===== config.mk =====
export PLATFORM = sky130hd
export DESIGN_NAME = crc_frame_receiver_top
export DESIGN_NICKNAME = d
export VERILOG_FILES = /design/src/design/crcfr_pkg.sv /design/src/design/crcfr_front.sv /design/src/design/crcfr_back.sv /design/src/design/crc_frame_receiver_top.sv
export SDC_FILE = /design/constraint.sdc
export NUM_CORES = 1
export LEC_CHECK = 0
export BUFFER_PORTS_ARGS = -buffer_cell sky130_fd_sc_hd__buf_2
export CAP_MARGIN = 20
export CORE_MARGIN = 4
export CORE_UTILIZATION = 35
export DETAILED_ROUTE_END_ITERATION = 6
export GPL_TIMING_DRIVEN = 0
export PLACE_DENSITY_LB_ADDON = 0.05
export SLEW_MARGIN = 20
export SYNTH_ARGS = -nofsm -noshare
export SYNTH_HDL_FRONTEND = slang
export SYNTH_SLANG_ARGS = --single-unit
export TNS_END_PERCENT = 30

===== constraint.sdc =====
create_clock -name clk -period 5.15 [get_ports clk]
set_clock_uncertainty 0.1 [all_clocks]
set_input_delay 0 -clock clk [delete_from_list [all_inputs] [get_ports clk]]
set_output_delay 0 -clock clk [all_outputs]
set_load 0.01 [all_outputs]

===== src/design/crcfr_pkg.sv =====
// ----------------------------------------------------------------------------
// crcfr_pkg: shared types and constants of the frame receiver
// Codes, frame limits, queue word formats and the per-byte CRC16-CCITT update.
// ----------------------------------------------------------------------------
package crcfr_pkg;

    // Frame limits
    localparam int DATA_CAPACITY       = 1024;
    localparam int COMPACT_MAX_PAYLOAD = 8;
    localparam int LEN_W               = $clog2(DATA_CAPACITY + 1);

    // Register map
    localparam int REG_FRAME_MODE = 0;

    // Input action codes
    localparam logic ACT_BYTE  = 1'b0;
    localparam logic ACT_FLUSH = 1'b1;

    // Frame modes
    localparam logic MODE_CHECKED = 1'b0;
    localparam logic MODE_COMPACT = 1'b1;

    // Result kinds
    localparam logic KIND_PAYLOAD = 1'b0;
    localparam logic KIND_END     = 1'b1;

    // Frame status codes
    localparam logic [1:0] ST_OK        = 2'd0;
    localparam logic [1:0] ST_TOO_LARGE = 2'd1;
    localparam logic [1:0] ST_CRC_BAD   = 2'd2;

    localparam logic [7:0]  DELIM    = 8'h3A;
    localparam logic [15:0] CRC_INIT = 16'hFFFF;
    localparam logic [15:0] CRC_POLY = 16'h1021;

    typedef logic [LEN_W-1:0] len_t;

    // Classified input word handed from front to back
    typedef struct packed {
        logic       flush;
        logic       delim;
        logic [7:0] data;
    } item_t;

    // Result word
    typedef struct packed {
        logic        kind;
        logic [7:0]  payload_byte;
        logic [9:0]  byte_index;
        logic [7:0]  frame_command;
        logic [15:0] frame_length;
        logic [1:0]  frame_status;
    } result_t;

    // CRC16-CCITT, MSB first, one byte
    function automatic logic [15:0] crc_byte(input logic [15:0] crc, input logic [7:0] b);
        logic [15:0] c;
        c = crc ^ {b, 8'h00};
        for (int k = 0; k < 8; k++)
        begin
            if (c[15])
            begin
                c = {c[14:0], 1'b0} ^ CRC_POLY;
            end
            else
            begin
                c = {c[14:0], 1'b0};
            end
        end
        return c;
    endfunction

endpackage


===== src/design/crcfr_front.sv =====
// ----------------------------------------------------------------------------
// crcfr_front: input side of the frame receiver
// Accepts received words, tags flush and delimiter, and holds them in a
// two-entry queue for the parser.
// ----------------------------------------------------------------------------
module crcfr_front
(
    input  logic              clk,
    input  logic              rst_n,
    input  logic              push,
    output logic              full,
    input  logic              action,
    input  logic [7:0]        rx_byte,
    output logic              item_valid,
    output crcfr_pkg::item_t  item,
    input  logic              item_take
);

    crcfr_pkg::item_t q_reg [2];
    logic             wr_ptr_reg, wr_ptr_next;
    logic             rd_ptr_reg, rd_ptr_next;
    logic [1:0]       count_reg, count_next;
    logic             push_ok;
    crcfr_pkg::item_t in_item;

    assign full       = (count_reg == 2'd2);
    assign push_ok    = push && !full;
    assign item_valid = (count_reg != 2'd0);
    assign item       = q_reg[rd_ptr_reg];

    always_comb
    begin
        in_item.flush = (action == crcfr_pkg::ACT_FLUSH);
        in_item.delim = (rx_byte == crcfr_pkg::DELIM);
        in_item.data  = rx_byte;
    end

    always_comb
    begin
        wr_ptr_next = push_ok ? ~wr_ptr_reg : wr_ptr_reg;
        rd_ptr_next = item_take ? ~rd_ptr_reg : rd_ptr_reg;
        count_next  = count_reg + {1'b0, push_ok} - {1'b0, item_take};
    end

    always_ff @(posedge clk or negedge rst_n)
    begin
        if (!rst_n)
        begin
            wr_ptr_reg <= 1'b0;
            rd_ptr_reg <= 1'b0;
            count_reg  <= 2'd0;
        end
        else
        begin
            wr_ptr_reg <= wr_ptr_next;
            rd_ptr_reg <= rd_ptr_next;
            count_reg  <= count_next;
        end
    end

    always_ff @(posedge clk)
    begin
        if (push_ok)
        begin
            q_reg[wr_ptr_reg] <= in_item;
        end
    end

endmodule


===== src/design/crcfr_back.sv =====
// ----------------------------------------------------------------------------
// crcfr_back: frame parser and result queue
// Walks the frame phases, keeps the running CRC, and queues payload and
// frame-end words in a two-entry result queue.
// ----------------------------------------------------------------------------
module crcfr_back
(
    input  logic               clk,
    input  logic               rst_n,
    input  logic               frame_mode,
    input  logic               item_valid,
    input  crcfr_pkg::item_t   item,
    output logic               item_take,
    output logic               empty,
    input  logic               pop,
    output crcfr_pkg::result_t result
);

    typedef enum logic [2:0]
    {
        PH_HUNT,
        PH_CMD,
        PH_LEN_HI,
        PH_LEN_LO,
        PH_PAYLOAD,
        PH_CRC_HI,
        PH_CRC_LO
    } phase_t;

    phase_t              phase_reg, phase_next;
    logic [7:0]          cmd_reg, cmd_next;
    logic [7:0]          len_hi_reg, len_hi_next;
    crcfr_pkg::len_t     ann_reg, ann_next;
    crcfr_pkg::len_t     seen_reg, seen_next;
    logic [15:0]         crc_reg, crc_next;
    logic [7:0]          crc_hi_reg, crc_hi_next;

    crcfr_pkg::result_t  res_q_reg [2];
    logic                res_wr_reg, res_wr_next;
    logic                res_rd_reg, res_rd_next;
    logic [1:0]          res_count_reg, res_count_next;

    logic                compact;
    logic                emit;
    logic                clear;
    logic                go_cmd;
    crcfr_pkg::result_t  res;
    logic [7:0]          b;
    logic [15:0]         len16;
    logic [crcfr_pkg::LEN_W:0] seen_inc;
    logic                last_byte;
    logic                res_pop;

    assign compact   = (frame_mode == crcfr_pkg::MODE_COMPACT);
    assign item_take = item_valid && (res_count_reg != 2'd2);
    assign b         = item.data;
    assign len16     = {len_hi_reg, b};
    assign seen_inc  = {1'b0, seen_reg} + 1'b1;
    assign last_byte = (seen_inc >= {1'b0, ann_reg});

    always_comb
    begin
        phase_next  = phase_reg;
        cmd_next    = cmd_reg;
        len_hi_next = len_hi_reg;
        ann_next    = ann_reg;
        seen_next   = seen_reg;
        crc_next    = crc_reg;
        crc_hi_next = crc_hi_reg;
        emit        = 1'b0;
        clear       = 1'b0;
        go_cmd      = 1'b0;

        res.kind          = crcfr_pkg::KIND_END;
        res.payload_byte  = 8'd0;
        res.byte_index    = 10'd0;
        res.frame_command = cmd_reg;
        res.frame_length  = 16'(ann_reg);
        res.frame_status  = crcfr_pkg::ST_OK;

        if (item_take)
        begin
            if (item.flush)
            begin
                clear = 1'b1;
            end
            else
            begin
                case (phase_reg)
                    PH_HUNT:
                    begin
                        if (item.delim)
                        begin
                            clear  = 1'b1;
                            go_cmd = 1'b1;
                        end
                    end
                    PH_CMD:
                    begin
                        cmd_next   = b;
                        crc_next   = crcfr_pkg::crc_byte(crcfr_pkg::CRC_INIT, b);
                        phase_next = PH_LEN_HI;
                    end
                    PH_LEN_HI:
                    begin
                        if (!compact)
                        begin
                            len_hi_next = b;
                            crc_next    = crcfr_pkg::crc_byte(crc_reg, b);
                            phase_next  = PH_LEN_LO;
                        end
                        else if (b > 8'(crcfr_pkg::COMPACT_MAX_PAYLOAD))
                        begin
                            emit             = 1'b1;
                            res.frame_length = {8'd0, b};
                            res.frame_status = crcfr_pkg::ST_TOO_LARGE;
                            clear            = 1'b1;
                        end
                        else if (b == 8'd0)
                        begin
                            emit             = 1'b1;
                            res.frame_length = 16'd0;
                            clear            = 1'b1;
                        end
                        else
                        begin
                            ann_next   = crcfr_pkg::len_t'(b);
                            seen_next  = '0;
                            phase_next = PH_PAYLOAD;
                        end
                    end
                    PH_LEN_LO:
                    begin
                        if (compact)
                        begin
                            clear = 1'b1;
                        end
                        else if (len16 > 16'(crcfr_pkg::DATA_CAPACITY))
                        begin
                            emit             = 1'b1;
                            res.frame_length = len16;
                            res.frame_status = crcfr_pkg::ST_TOO_LARGE;
                            clear            = 1'b1;
                        end
                        else
                        begin
                            crc_next   = crcfr_pkg::crc_byte(crc_reg, b);
                            ann_next   = crcfr_pkg::len_t'(len16);
                            seen_next  = '0;
                            phase_next = (len16 == 16'd0) ? PH_CRC_HI : PH_PAYLOAD;
                        end
                    end
                    PH_PAYLOAD:
                    begin
                        emit             = 1'b1;
                        res.payload_byte = b;
                        res.byte_index   = 10'(seen_reg);
                        if (compact && last_byte)
                        begin
                            // last compact byte rides on the frame-end word
                            clear = 1'b1;
                        end
                        else
                        begin
                            res.kind  = crcfr_pkg::KIND_PAYLOAD;
                            seen_next = seen_inc[crcfr_pkg::LEN_W-1:0];
                            if (!compact)
                            begin
                                crc_next = crcfr_pkg::crc_byte(crc_reg, b);
                                if (last_byte)
                                begin
                                    phase_next = PH_CRC_HI;
                                end
                            end
                        end
                    end
                    PH_CRC_HI:
                    begin
                        if (compact)
                        begin
                            clear = 1'b1;
                        end
                        else
                        begin
                            crc_hi_next = b;
                            phase_next  = PH_CRC_LO;
                        end
                    end
                    PH_CRC_LO:
                    begin
                        clear = 1'b1;
                        if (!compact)
                        begin
                            emit             = 1'b1;
                            res.frame_status = ({crc_hi_reg, b} == crc_reg) ?
                                               crcfr_pkg::ST_OK : crcfr_pkg::ST_CRC_BAD;
                        end
                    end
                    default:
                    begin
                        clear = 1'b1;
                    end
                endcase
            end
        end

        if (clear)
        begin
            phase_next  = go_cmd ? PH_CMD : PH_HUNT;
            cmd_next    = 8'd0;
            len_hi_next = 8'd0;
            ann_next    = '0;
            seen_next   = '0;
            crc_next    = crcfr_pkg::CRC_INIT;
            crc_hi_next = 8'd0;
        end
    end

    // Result queue
    assign empty   = (res_count_reg == 2'd0);
    assign res_pop = pop && !empty;
    assign result  = res_q_reg[res_rd_reg];

    always_comb
    begin
        res_wr_next    = emit ? ~res_wr_reg : res_wr_reg;
        res_rd_next    = res_pop ? ~res_rd_reg : res_rd_reg;
        res_count_next = res_count_reg + {1'b0, emit} - {1'b0, res_pop};
    end

    always_ff @(posedge clk or negedge rst_n)
    begin
        if (!rst_n)
        begin
            phase_reg     <= PH_HUNT;
            cmd_reg       <= 8'd0;
            len_hi_reg    <= 8'd0;
            ann_reg       <= '0;
            seen_reg      <= '0;
            crc_reg       <= crcfr_pkg::CRC_INIT;
            crc_hi_reg    <= 8'd0;
            res_wr_reg    <= 1'b0;
            res_rd_reg    <= 1'b0;
            res_count_reg <= 2'd0;
        end
        else
        begin
            phase_reg     <= phase_next;
            cmd_reg       <= cmd_next;
            len_hi_reg    <= len_hi_next;
            ann_reg       <= ann_next;
            seen_reg      <= seen_next;
            crc_reg       <= crc_next;
            crc_hi_reg    <= crc_hi_next;
            res_wr_reg    <= res_wr_next;
            res_rd_reg    <= res_rd_next;
            res_count_reg <= res_count_next;
        end
    end

    always_ff @(posedge clk)
    begin
        if (emit)
        begin
            res_q_reg[res_wr_reg] <= res;
        end
    end

endmodule


===== src/design/crc_frame_receiver_top.sv =====
// ----------------------------------------------------------------------------
// crc_frame_receiver_top: byte-stream frame receiver with CRC16 check
//
//   channel   handshake        payload
//   input     push / full      action, rx_byte
//   result    empty / pop      result_kind, payload_byte, byte_index,
//                              frame_command, frame_length, frame_status
//   config    APB write/read   frame_mode at byte address 0
//
// One word per cycle sustained while results are popped; the parser takes one
// word a cycle from the input queue while the result queue has room, with the
// CRC byte update as one XOR network per word. A result is registered in the
// result queue at the edge on which the parser takes its word. rst_n clears
// the parser, both queues and frame_mode at once. A stalled result side fills
// the result queue, then the input queue, then raises full.
// ----------------------------------------------------------------------------
module crc_frame_receiver_top
(
    input  logic        clk,
    input  logic        rst_n,
    input  logic        push,
    output logic        full,
    input  logic        action,
    input  logic [7:0]  rx_byte,
    output logic        empty,
    input  logic        pop,
    output logic        result_kind,
    output logic [7:0]  payload_byte,
    output logic [9:0]  byte_index,
    output logic [7:0]  frame_command,
    output logic [15:0] frame_length,
    output logic [1:0]  frame_status,
    input  logic        psel,
    input  logic        penable,
    input  logic        pwrite,
    input  logic [2:0]  paddr,
    input  logic [31:0] pwdata,
    output logic [31:0] prdata,
    output logic        pready
);

    logic               frame_mode_reg, frame_mode_next;
    logic               cfg_wr;
    logic               reg_sel;
    logic               item_valid;
    logic               item_take;
    crcfr_pkg::item_t   item;
    crcfr_pkg::result_t result;

    // Configuration
    assign pready  = 1'b1;
    assign reg_sel = (32'(paddr[2]) == 32'(crcfr_pkg::REG_FRAME_MODE));
    assign cfg_wr  = psel && penable && pwrite && pready && reg_sel;
    assign prdata  = reg_sel ? {31'd0, frame_mode_reg} : 32'd0;

    always_comb
    begin
        frame_mode_next = cfg_wr ? pwdata[0] : frame_mode_reg;
    end

    always_ff @(posedge clk or negedge rst_n)
    begin
        if (!rst_n)
        begin
            frame_mode_reg <= crcfr_pkg::MODE_CHECKED;
        end
        else
        begin
            frame_mode_reg <= frame_mode_next;
        end
    end

    crcfr_front u_front
    (
        .clk        (clk),
        .rst_n      (rst_n),
        .push       (push),
        .full       (full),
        .action     (action),
        .rx_byte    (rx_byte),
        .item_valid (item_valid),
        .item       (item),
        .item_take  (item_take)
    );

    crcfr_back u_back
    (
        .clk        (clk),
        .rst_n      (rst_n),
        .frame_mode (frame_mode_reg),
        .item_valid (item_valid),
        .item       (item),
        .item_take  (item_take),
        .empty      (empty),
        .pop        (pop),
        .result     (result)
    );

    assign result_kind   = result.kind;
    assign payload_byte  = result.payload_byte;
    assign byte_index    = result.byte_index;
    assign frame_command = result.frame_command;
    assign frame_length  = result.frame_length;
    assign frame_status  = result.frame_status;

`ifndef NO_ASSERTIONS
    a_take_needs_item: assert property (@(posedge clk) disable iff (!rst_n)
        item_take |-> item_valid)
        else $error("parser took a word from an empty input queue");

    a_payload_status_ok: assert property (@(posedge clk) disable iff (!rst_n)
        (!empty && result_kind == crcfr_pkg::KIND_PAYLOAD) |-> frame_status == crcfr_pkg::ST_OK)
        else $error("payload word carries a nonzero status");

    a_full_after_push: assert property (@(posedge clk) disable iff (!rst_n)
        $rose(full) |-> $past(push))
        else $error("input queue filled without a push");

    a_result_after_take: assert property (@(posedge clk) disable iff (!rst_n)
        $fell(empty) |-> $past(item_take))
        else $error("result appeared without a parsed word");
`endif

endmodule

==> impl_summary.log <==
[metrics] run status: completed
[metrics] Num CTS Buffers: 17
[metrics] routed vias: 6084
[metrics] Final Worst Setup Slack: 0.881 ns
[metrics] post-cts repair resize count: 0
[metrics] total DRC errors in the routed layout: 0
[metrics] Fin Hold WS: 0.145 ns
[metrics] static power due to leakage: 4.32 nW
[metrics] clock power share: 0.225
[metrics] CTS root buf: sky130_fd_sc_hd__clkbuf_16
[metrics] post-route insts no fill: 1211
[metrics] number of distinct library cells after synthesis: 67
[metrics] share of synthesized area occupied by flip-flops and latches: 0.568
[metrics] TritonCTS clock tree: yes
[metrics] Max clock buf depth: 2
[metrics] sum of routed wire length over all layers: 22700 um
[metrics] data required time of the critical path: 5.40 ns
[metrics] peak fanout along the critical path: 10
[metrics] total number of yosys warnings: 0
[metrics] total number of placement rows: 58
[metrics] number of nets in the finished design: 938
[metrics] transition at the pin with the smallest max-transition slack: 1.13 ns
[metrics] Multi-input gate area: 3600 um2
[metrics] number of instances in the synthesized netlist: 734
[metrics] capture endpoint of the worst hold path: prdata[0]
[metrics] vias in the first global route: a little over 6000
[metrics] final antenna-violating net count: 0
[metrics] count of final max-slew check failures: 0
[metrics] critical hold path startpoint: paddr[2]
[metrics] number of storage elements in the synthesis netlist: 184
[metrics] critical path class: reg2reg
[metrics] post-layout min period: between 4 and 5 ns
[metrics] standard cell area after detailed placement: 10100 um2
[metrics] fraction of met1 tracks used by global routing: 0.236
[metrics] final standard cell area without fillers: approximately 11000 um2
[metrics] remaining max-slew budget at the tightest pin: 0.239
[metrics] cell area after technology mapping: just over 9000 um2
[metrics] total power divided by cell area: 522 nW/um2
[metrics] hold violation count in the final report: 0
[metrics] post-detailed-route wirelength per cell: 18.7 um
[metrics] proportion of layout cells with a drive suffix above 1: 0.255
[metrics] global-route usage over all layers: 0.162
[metrics] maximum level of the CTS H-tree: 4
[metrics] most common flop cell mapped by yosys: sky130_fd_sc_hd__edfxtp_1
[metrics] Hold Path Class: in2out
[metrics] antenna diode instance count: 0
[metrics] Placeable Area: about 25000 um2
[metrics] critical register-to-register path endpoint: u_back.seen_reg[3]
[metrics] Logic pwr share: 0.422
[metrics] largest net degree at the start of global routing: between 40 and 50
[metrics] sort of element at the start of the critical path: register
[metrics] detail-routed via count per cell: 5.02
[metrics] global-route wire length before repair: 36100 um
[metrics] endpoint kind of the worst setup timing path: register
[metrics] Syn Area/Cell: 12.4 um2
[metrics] Power Internal: about 0.0034 W
[metrics] number of violations of the max-capacitance limit: 0
[metrics] layout overhead on the synthesized area: 18.6%
[metrics] layout filler cell count: 2392
[metrics] async set or reset register ratio after synthesis: 0.402
[metrics] maximum clock frequency: 234 MHz
[metrics] global-route congestion overflow total: 0
[metrics] Cells after DPL: 1163
[metrics] total power after layout: around 0.0056 W
[metrics] final number of setup-violating endpoints: 0
[metrics] pre-CTS worst setup slack: 0.933 ns
[metrics] Horiz. Die Dim: 169 um
[metrics] post-CTS clock slew at the launch and capture registers of the worst setup and hold paths: 0.07 ns
[metrics] switching share of power: 0.394
[metrics] Sequential Power Share: 0.353
[metrics] clock latency reported for the late side of the worst-skew pair: 0.44 ns
[metrics] most utilized layer in the global route result: met2
[metrics] starting utilization of the core area: 0.358
[metrics] register cell area after layout: between 5000 and 6000 um2
[metrics] unrepaired setup endpoints after global routing: no
[metrics] number of detailed-route iterations in the first pass: 5
[metrics] worst supply voltage drop on vdd: 0.228 mV
[metrics] total number of clock tree sinks: approximately 180
[metrics] Port Buffers: 65
[metrics] RD Place Congestion: 0.886
[metrics] data arrival time of the critical path: approximately 4.5 ns
[metrics] initial antenna violation count: 0
[metrics] Detailed Place HPWL: 16700 um
[metrics] number of top-level design ports: ~130
[metrics] die span in y: 169 um
[metrics] share of the cycle needed by the critical path after routing: 0.829
[metrics] number of flip-flops under the largest register name: 90
[metrics] met3 routing resource usage after global routing: 0.0270
[metrics] Worst R2R Start: u_back.seen_reg[0]
[metrics] drt initial violations: 523
[metrics] number of cells on the worst hold path: 3
[metrics] area of the die: approximately 29000 um2
[metrics] NetSw: 0.00222 W
[metrics] number of flops mapped to enable cells by yosys: 110
[metrics] depth of the worst register-to-register path: 14
[metrics] worst reg-to-reg setup slack: 0.88 ns
[metrics] GR Util met2: 0.252
## cells by family after synthesis
kind of cell	synth area share
flops	0.568
simple gates	0.102
compound gates	0.105
buf+inv	0.0503
xor+xnor	0.0702
mux	0.0779
fa+ha+maj	0.0261
other cells	0.000825
## cell usage after synthesis, drive strengths merged, types with 22 or more instances
| library cell | count | area [um2] |
|---|---|---|
| edfxtp | 110 | 3300 |
| dfrtp | 58 | 1450 |
| mux2 | 55 | 619 |
| nor2 | 52 | 195 |
| xnor2 | 48 | 420 |
| nand2 | 41 | 154 |
| buf | 39 | 278 |
| a22o | 27 | 236 |
| xor2 | 25 | 219 |
| clkbuf | 24 | 90.1 |
| inv | 24 | 90.1 |
| and3 | 22 | 138 |
## layout make-up
type | instances | share of cell area
buffer | 63 | 0.0341
clock inverter | 15 | 0.0125
inverter | 24 | 0.00834
sequential | 184 | 0.479
timing repair buffer | 85 | 0.0549
tap | 330 | 0.0382
clock buffer | 17 | 0.0394
multi-input combinational | 493 | 0.333
## placed cells by master (no fill, tap or decap), drive strengths merged, types with 27 or more instances in the layout
cell type  synthesis  final
a22o              27     27
buf               39    109
clkbuf            24     41
conb               2     32
dfrtp             58     58
edfxtp           110    110
inv               24     32
mux2              55     55
nand2             41     41
nor2              52     52
xnor2             48     48
## how the worst max path moves through the flow
stage                                    endpoint  slack (ns)          startpoint  depth (start not counted)
after floorplan            u_back.res_q_reg[0][0]        0.82  u_front.rd_ptr_reg                          7
after global placement    u_back.res_q_reg[0][28]       -1.30  u_front.rd_ptr_reg                          6
after detailed placement       u_back.seen_reg[3]        0.93  u_back.seen_reg[0]                         14
after CTS                       u_back.ann_reg[6]        0.90  u_back.seen_reg[0]                         14
after global routing            u_back.ann_reg[6]        0.46  u_back.seen_reg[2]                         14
final                          u_back.seen_reg[3]        0.88  u_back.seen_reg[0]                         14
## metrics by stage
step	util	setup TNS, ns
6_report	0.425	0
3_5_place_dp	0.396	0
3_3_place_gp	0.392	-116.80
2_1_floorplan	-	0
4_1_cts	0.425	0
5_1_grt	0.425	0
## layer usage
layer | up-vias | wire, um
met3 | 21 | 1110
li1 | 2891 | -
met2 | 173 | 10300
met5 | - | 0
met1 | 2999 | 11000
met4 | 0 | 269
## power by group through the flow
stage / combinational [W] / clock, W / sequential [W]
floorplan: 0.00168 / 0 / 0.00196
global placement: 0.00234 / 0 / 0.00201
detailed placement: 0.00238 / 0 / 0.00202
CTS: 0.00240 / 0.00130 / 0.00199
global route: 0.00260 / 0.00138 / 0.00202
finish: 0.00238 / 0.00127 / 0.00199
## what timing repair did
action / CTS / global route
hold buffers: 16 / 0
endpoints found under the hold margin: 82 / 0
setup buffers: 0 / 0
## critical path, stage by stage, from the launching register on
cell and delay (ns):
sky130_fd_sc_hd__dfrtp_1 0.45, sky130_fd_sc_hd__ha_1 0.26, sky130_fd_sc_hd__nand3_1 0.20, sky130_fd_sc_hd__nor2_1 0.26
sky130_fd_sc_hd__and3_1 0.20, sky130_fd_sc_hd__xor2_1 0.23, sky130_fd_sc_hd__ha_1 0.27, sky130_fd_sc_hd__and3_1 0.18
sky130_fd_sc_hd__a221o_1 0.36, sky130_fd_sc_hd__a31oi_1 0.21, sky130_fd_sc_hd__nand2_1 0.18, sky130_fd_sc_hd__a311oi_2 0.51
sky130_fd_sc_hd__nor2_1 0.24, sky130_fd_sc_hd__clkbuf_1 0.33, sky130_fd_sc_hd__a21oi_1 0.22
Power figures use the tool's default switching activity.
